<file path="config.mk">
export PLATFORM = sky130hd
export DESIGN_NAME = ambient_brightness_average_slew
export DESIGN_NICKNAME = d
export VERILOG_FILES = /design/src/rtl/abas_pkg.sv /design/src/rtl/ambient_brightness_average_slew.sv /design/src/rtl/abas_window.sv /design/src/rtl/abas_slew.sv
export SDC_FILE = /design/constraint.sdc
export NUM_CORES = 1
export LEC_CHECK = 0
export ABC_CLOCK_PERIOD_IN_PS = 19600
export BUFFER_PORTS_ARGS = -buffer_cell sky130_fd_sc_hd__buf_2
export CORE_UTILIZATION = 56
export CTS_BUF_LIST = sky130_fd_sc_hd__clkbuf_8
export DETAILED_ROUTE_END_ITERATION = 16
export GPL_ROUTABILITY_DRIVEN = 1
export GPL_TIMING_DRIVEN = 0
export PLACE_DENSITY_LB_ADDON = 0.08
export SLEW_MARGIN = 5
export SYNTH_ARGS = -nofsm -noshare
export SYNTH_HDL_FRONTEND = slang
export SYNTH_SLANG_ARGS = --single-unit
</file>
<file path="constraint.sdc">
create_clock -name clk -period 19.6 [get_ports clk]
set_clock_uncertainty 0.1 [all_clocks]
set_input_delay 1.96 -clock clk [delete_from_list [all_inputs] [get_ports clk]]
set_output_delay 1.96 -clock clk [all_outputs]
set_load 0.005 [all_outputs]
</file>
<file path="src/rtl/abas_pkg.sv">
`timescale 1ns / 1ps

package abas_pkg;

  localparam int WINDOW_LEN  = 40;
  localparam int READING_W   = 10;
  localparam int LEVEL_W     = 4;
  localparam int SUM_W       = 10;
  localparam int SCALE_MUL   = 15;
  localparam int SCALE_SHIFT = 10;
  localparam int PROD_W      = READING_W + LEVEL_W;

  // reciprocal of the window length, exact for every sum below 2**SUM_W
  localparam int RECIP_SHIFT = 20;
  localparam int RECIP       = ((1 << RECIP_SHIFT) + WINDOW_LEN - 1) / WINDOW_LEN;
  localparam int RECIP_W     = RECIP_SHIFT + 1;
  localparam int MEAN_W      = SUM_W + RECIP_W;

  localparam logic [LEVEL_W-1:0] RESET_LEVEL = LEVEL_W'(2);

  localparam logic OP_SAMPLE = 1'b0;
  localparam logic OP_STEP   = 1'b1;

  typedef struct packed {
    logic                 operation;
    logic [READING_W-1:0] light_reading;
  } in_item_t;

  typedef struct packed {
    logic [LEVEL_W-1:0] brightness;
    logic [LEVEL_W-1:0] target_level;
    logic               brightness_changed;
  } out_item_t;

  // reading * 15 / 1024, truncated
  function automatic logic [LEVEL_W-1:0] scale_level(input logic [READING_W-1:0] reading);
    logic [PROD_W-1:0] prod;
    prod = PROD_W'(reading) * PROD_W'(SCALE_MUL);
    return prod[SCALE_SHIFT +: LEVEL_W];
  endfunction

  // sum / WINDOW_LEN by reciprocal multiply, low level bits kept
  function automatic logic [LEVEL_W-1:0] mean_level(input logic [SUM_W-1:0] sum);
    logic [MEAN_W-1:0] prod;
    prod = MEAN_W'(sum) * MEAN_W'(RECIP);
    return prod[RECIP_SHIFT +: LEVEL_W];
  endfunction

endpackage

</file>
<file path="src/rtl/ambient_brightness_average_slew.sv">
`timescale 1ns / 1ps

// Ambient brightness smoother. A sample transfer scales a 10-bit light reading
// to a level 0..14 (reading * 15 / 1024), pushes it into a 40-deep window that
// reset fills with zeros, and sets the target to the truncated mean of the
// whole window. A step transfer moves the display brightness one level toward
// the target. Target and brightness both come out of reset at two. Every input
// transfer yields exactly one result transfer carrying brightness, target and a
// changed flag. One item per clock is taken while out_ready does not stall the
// output; a result passes through one input register and one output register,
// with the running-sum update, the reciprocal divide and the slew step done in
// the single logic pass between them.

module ambient_brightness_average_slew import abas_pkg::*; (
  input  logic      clk,
  input  logic      rst_n,
  input  logic      in_valid,
  output logic      in_ready,
  input  in_item_t  in_data,
  output logic      out_valid,
  input  logic      out_ready,
  output out_item_t out_data
);

  // input register
  in_item_t in_r;
  logic     in_valid_r;

  // output register
  out_item_t out_r;
  logic      out_valid_r;

  logic               advance;
  logic               sample_en;
  logic               step_en;
  logic [LEVEL_W-1:0] level;
  logic [LEVEL_W-1:0] target_cur;
  logic [LEVEL_W-1:0] target_nxt;
  logic [LEVEL_W-1:0] brightness_nxt;
  logic               changed;

  // held item moves on when the output register is free or being drained
  assign advance   = in_valid_r && (!out_valid_r || out_ready);
  assign in_ready  = !in_valid_r || !out_valid_r || out_ready;
  assign sample_en = advance && (in_r.operation == OP_SAMPLE);
  assign step_en   = advance && (in_r.operation == OP_STEP);
  assign level     = scale_level(in_r.light_reading);

  // window of levels with running sum and target
  abas_window u_window (
    .clk          (clk),
    .rst_n        (rst_n),
    .sample_en    (sample_en),
    .level_in     (level),
    .target_o     (target_cur),
    .target_nxt_o (target_nxt)
  );

  // brightness slew toward the current target
  abas_slew u_slew (
    .clk              (clk),
    .rst_n            (rst_n),
    .step_en          (step_en),
    .target           (target_cur),
    .brightness_nxt_o (brightness_nxt),
    .changed_o        (changed)
  );

  always_ff @(posedge clk) begin
    if (!rst_n) begin
      in_valid_r <= 1'b0;
    end else if (in_ready) begin
      in_valid_r <= in_valid;
    end
  end

  always_ff @(posedge clk) begin
    if (in_ready && in_valid) begin
      in_r <= in_data;
    end
  end

  always_ff @(posedge clk) begin
    if (!rst_n) begin
      out_valid_r <= 1'b0;
    end else if (advance) begin
      out_valid_r <= 1'b1;
    end else if (out_ready) begin
      out_valid_r <= 1'b0;
    end
  end

  always_ff @(posedge clk) begin
    if (advance) begin
      out_r.brightness         <= brightness_nxt;
      out_r.target_level       <= target_nxt;
      out_r.brightness_changed <= changed;
    end
  end

  assign out_valid = out_valid_r;
  assign out_data  = out_r;

endmodule

</file>
<file path="src/rtl/abas_window.sv">
`timescale 1ns / 1ps

module abas_window import abas_pkg::*; (
  input  logic               clk,
  input  logic               rst_n,
  input  logic               sample_en,
  input  logic [LEVEL_W-1:0] level_in,
  output logic [LEVEL_W-1:0] target_o,
  output logic [LEVEL_W-1:0] target_nxt_o
);

  logic [LEVEL_W-1:0] taps_r [WINDOW_LEN];
  logic [SUM_W-1:0]   sum_r;
  logic [SUM_W-1:0]   sum_nxt;
  logic [LEVEL_W-1:0] target_r;

  // oldest level drops out at the end of the shift line
  assign sum_nxt = sum_r - SUM_W'(taps_r[WINDOW_LEN-1]) + SUM_W'(level_in);
  assign target_nxt_o = sample_en ? mean_level(sum_nxt) : target_r;
  assign target_o = target_r;

  always_ff @(posedge clk) begin
    if (!rst_n) begin
      for (int i = 0; i < WINDOW_LEN; i++) begin
        taps_r[i] <= '0;
      end
      sum_r    <= '0;
      target_r <= RESET_LEVEL;
    end else if (sample_en) begin
      taps_r[0] <= level_in;
      for (int i = 1; i < WINDOW_LEN; i++) begin
        taps_r[i] <= taps_r[i-1];
      end
      sum_r    <= sum_nxt;
      target_r <= target_nxt_o;
    end
  end

endmodule

</file>
<file path="src/rtl/abas_slew.sv">
`timescale 1ns / 1ps

module abas_slew import abas_pkg::*; (
  input  logic               clk,
  input  logic               rst_n,
  input  logic               step_en,
  input  logic [LEVEL_W-1:0] target,
  output logic [LEVEL_W-1:0] brightness_nxt_o,
  output logic               changed_o
);

  logic [LEVEL_W-1:0] brightness_r;

  always_comb begin
    brightness_nxt_o = brightness_r;
    changed_o        = 1'b0;
    if (step_en) begin
      if (brightness_r < target) begin
        brightness_nxt_o = brightness_r + LEVEL_W'(1);
        changed_o        = 1'b1;
      end else if (brightness_r > target) begin
        brightness_nxt_o = brightness_r - LEVEL_W'(1);
        changed_o        = 1'b1;
      end
    end
  end

  always_ff @(posedge clk) begin
    if (!rst_n) begin
      brightness_r <= RESET_LEVEL;
    end else begin
      brightness_r <= brightness_nxt_o;
    end
  end

endmodule
</file>
==> flow_metrics.tcl <==
set metrics [dict create \
    rsz0062_at_grt "false" \
    reg2reg_depth 35 \
    insertedDiodeCount 0 \
    grt_use_total 0.212 \
    synth_seq_cells 200 \
    initialDrtViolationCount 396 \
    cts_hold_buffers 0 \
    relSlewSlack 0.389 \
    hold_viol_final 0 \
    routed_wl_um 19500 \
    postCtsSetupBuffers 0 \
    clkSinkCount 200 \
    whs_endpoint "u_window.sum_r[0]" \
    tightestPinTransition_ns 0.915 \
    clk_latency_ns 0.46 \
    crit_fanout 4 \
    die-area_um2 20300 \
    r2r_slack_ns 9.22 \
    io_pins 26 \
    vias 6716 \
    fin_tns_setup_ns 0 \
    drc 0 \
    numCtsBuffers 17 \
    seq_area_frac_synth 0.524 \
    yosysUniqueCellTypes 51 \
    finalWorstSetupSlack_ns 9.22 \
    gr-total-overflow 0 \
    maxSlewViolCount 0 \
    hpwlAfterDp_um 14100 \
    cp-end-kind "flop" \
    synth_cells 897 \
    gp_congestion 0.853 \
    syn_nets 1064 \
    final_net_count 1110 \
    cp.arrival_ns 10.66 \
    die_w_um 143 \
    min_path_cells 2 \
    row_count 51 \
    dieHeight_um 143 \
    grt_pass1_vias 6786 \
    synth_top_area_cell "edfxtp_1" \
    final_core_util 0.617 \
    synthesis.area_um2 11100 \
    grt_pass1_wl_um 33100 \
    cp-startpoint "in_r[4]" \
    initial_utilization 0.571 \
    port_buffers 25 \
    async_flop_share 0 \
    path_class "flop to flop" \
    ys_warn_count 0 \
    viasPerCell 5.50 \
    setup_violations 0 \
    fin_crit_sh 0.530 \
    min_period_ns 10.38 \
    status "completed" \
    ant_nets 0 \
    critPathLaunchType "flop" \
    areaGrowthSynthToFinish_pct 8.13 \
    cts-root-buf "clkbuf_8" \
    cts_tree "yes" \
    required_ns 19.88 \
    hold_class "flop to flop" \
    synthFlopType "edfxtp_1" \
    netlist_top_cells_area "edfxtp_1 (49%), ha_1 (11%), fa_1 (9.9%)" \
    clk_path_buf_depth 2 \
    htree_levels 4 \
    grt_start_max_net_pins 58 \
    dr.pass1.iters 5 \
    r2r_start "in_r[4]" \
    cpPeakStageDelay_ns 0.55 \
    r2r_end "u_window.target_o[2]" \
    path_clk_slew_ns 0.10 \
    worstHoldStart "u_window.sum_r[0]" \
    wire_per_inst_um 16.0 \
    slowest_stage "fa_1" \
    avgSynthCellArea_um2 12.3 \
    max_freq_mhz 96.3 \
    dpl_worst_slack_ns 9.31 \
    antenna_found_initial 0 \
    cts-resized-gates 0 \
    drive_above_1_share 0.0691 \
    core_um2 19400 \
    max_cap_violations 0 \
    synth-edff-count 180 \
    netlist.area_leader.share 0.488 \
]
-- how the worst max path moves through the flow --
stage	to	slack [ns]	cells past startpoint
2_1_floorplan	u_window.target_o[2]	10.32	35
3_3_place_gp	u_window.target_o[2]	9.57	35
3_5_place_dp	u_window.target_o[2]	9.31	35
4_1_cts	u_window.target_o[2]	9.28	35
5_1_grt	out_data[2]	8.57	31
6_report	u_window.target_o[2]	9.22	35
-- kinds of logic after synthesis --
kind of cell / share of synthesized area
compound gates: 0.0529
flops: 0.524
fa+ha+maj: 0.209
xor+xnor: 0.0150
simple gates: 0.141
mux: 0.00452
buf+inv: 0.0534
-- worst max-delay path: cells and delay by family (launching register included) --
family | cells | cell delay [ns]
DFF | 1 | 0.37
and+or+nand+nor | 6 | 1.73
AOI/OAI and AO/OA | 9 | 2.38
adders and majority gates | 11 | 4.69
buffers and inverters | 7 | 0.55
muxes | 1 | 0.30
xor gates and xnor gates | 1 | 0.15
-- area by class of cell --
cell class / count / area [um2]
inverters: 118 / 443
clock inverters: 14 / 146
fillers: 1581 / 7430
multi-input cells: 541 / 4680
plain buffers: 38 / 148
flip-flops and latches: 200 / 5810
repair buffers: 27 / 180
well taps: 265 / 332
clock buffers: 17 / 234
-- per-layer routing --
| metal | up-vias | wire, um | GRT usage |
|---|---|---|---|
| li1 | 3235 | - | - |
| met1 | 3312 | 9500 | 0.303 |
| met2 | 152 | 8910 | 0.329 |
| met3 | 17 | 888 | 0.0508 |
| met4 | 0 | 175 | 0.0470 |
| met5 | - | 0 | 0 |
-- flip-flops by register name, indices dropped and copies added (netlist names) --
name                 count
in_r                    11
out_data                 9
u_window.target_o        4
u_window.sum_r          10
u_window.taps_r        160
out_valid                1
u_slew.brightness_r      4
in_valid_r               1
-- Yosys cell counts, drive strengths merged (7+ instances only) --
cell type / instances
a211oi: 9
a21oi: 28
and2: 30
and3: 135
clkbuf: 36
dfxtp: 20
edfxtp: 180
fa: 55
ha: 97
inv: 118
nand2: 40
nand3: 10
nor2: 22
nor2b: 7
nor3: 8
o21ai: 20
xnor2: 11
xor2: 8
-- placed cells by master, fill, tap and decap left out, types with 4 or more instances in the layout --
cell,instances
edfxtp_1,180
and3_1,135
inv_1,120
ha_1,97
fa_1,55
nand2_1,39
clkbuf_1,36
and2_1,29
a21oi_1,28
buf_2,26
nor2_1,22
dfxtp_1,20
o21ai_0,18
clkbuf_8,17
xnor2_1,11
nand3_1,10
a211oi_1,9
xor2_1,8
nor3_1,8
nor2b_1,7
a21o_1,6
nand2b_1,6
o211ai_1,5
mux2i_1,5
inv_6,5
o21a_1,4
nand4_1,4
or3_1,4
-- stage by stage --
step                      instance area [um2]  hold WS (ns)  std cells
after floorplan                         11100         0.336        897
after global placement                  11500         0.346       1187
after detailed placement                11600         0.349       1189
after CTS                               12000         0.363       1220
after global routing                    12000         0.410       1220
final                                   12000         0.363       1220
Power is left out: the tool's default activity adds up to more than one toggle a clock period on the data nets, which glitch-free logic cannot reach.
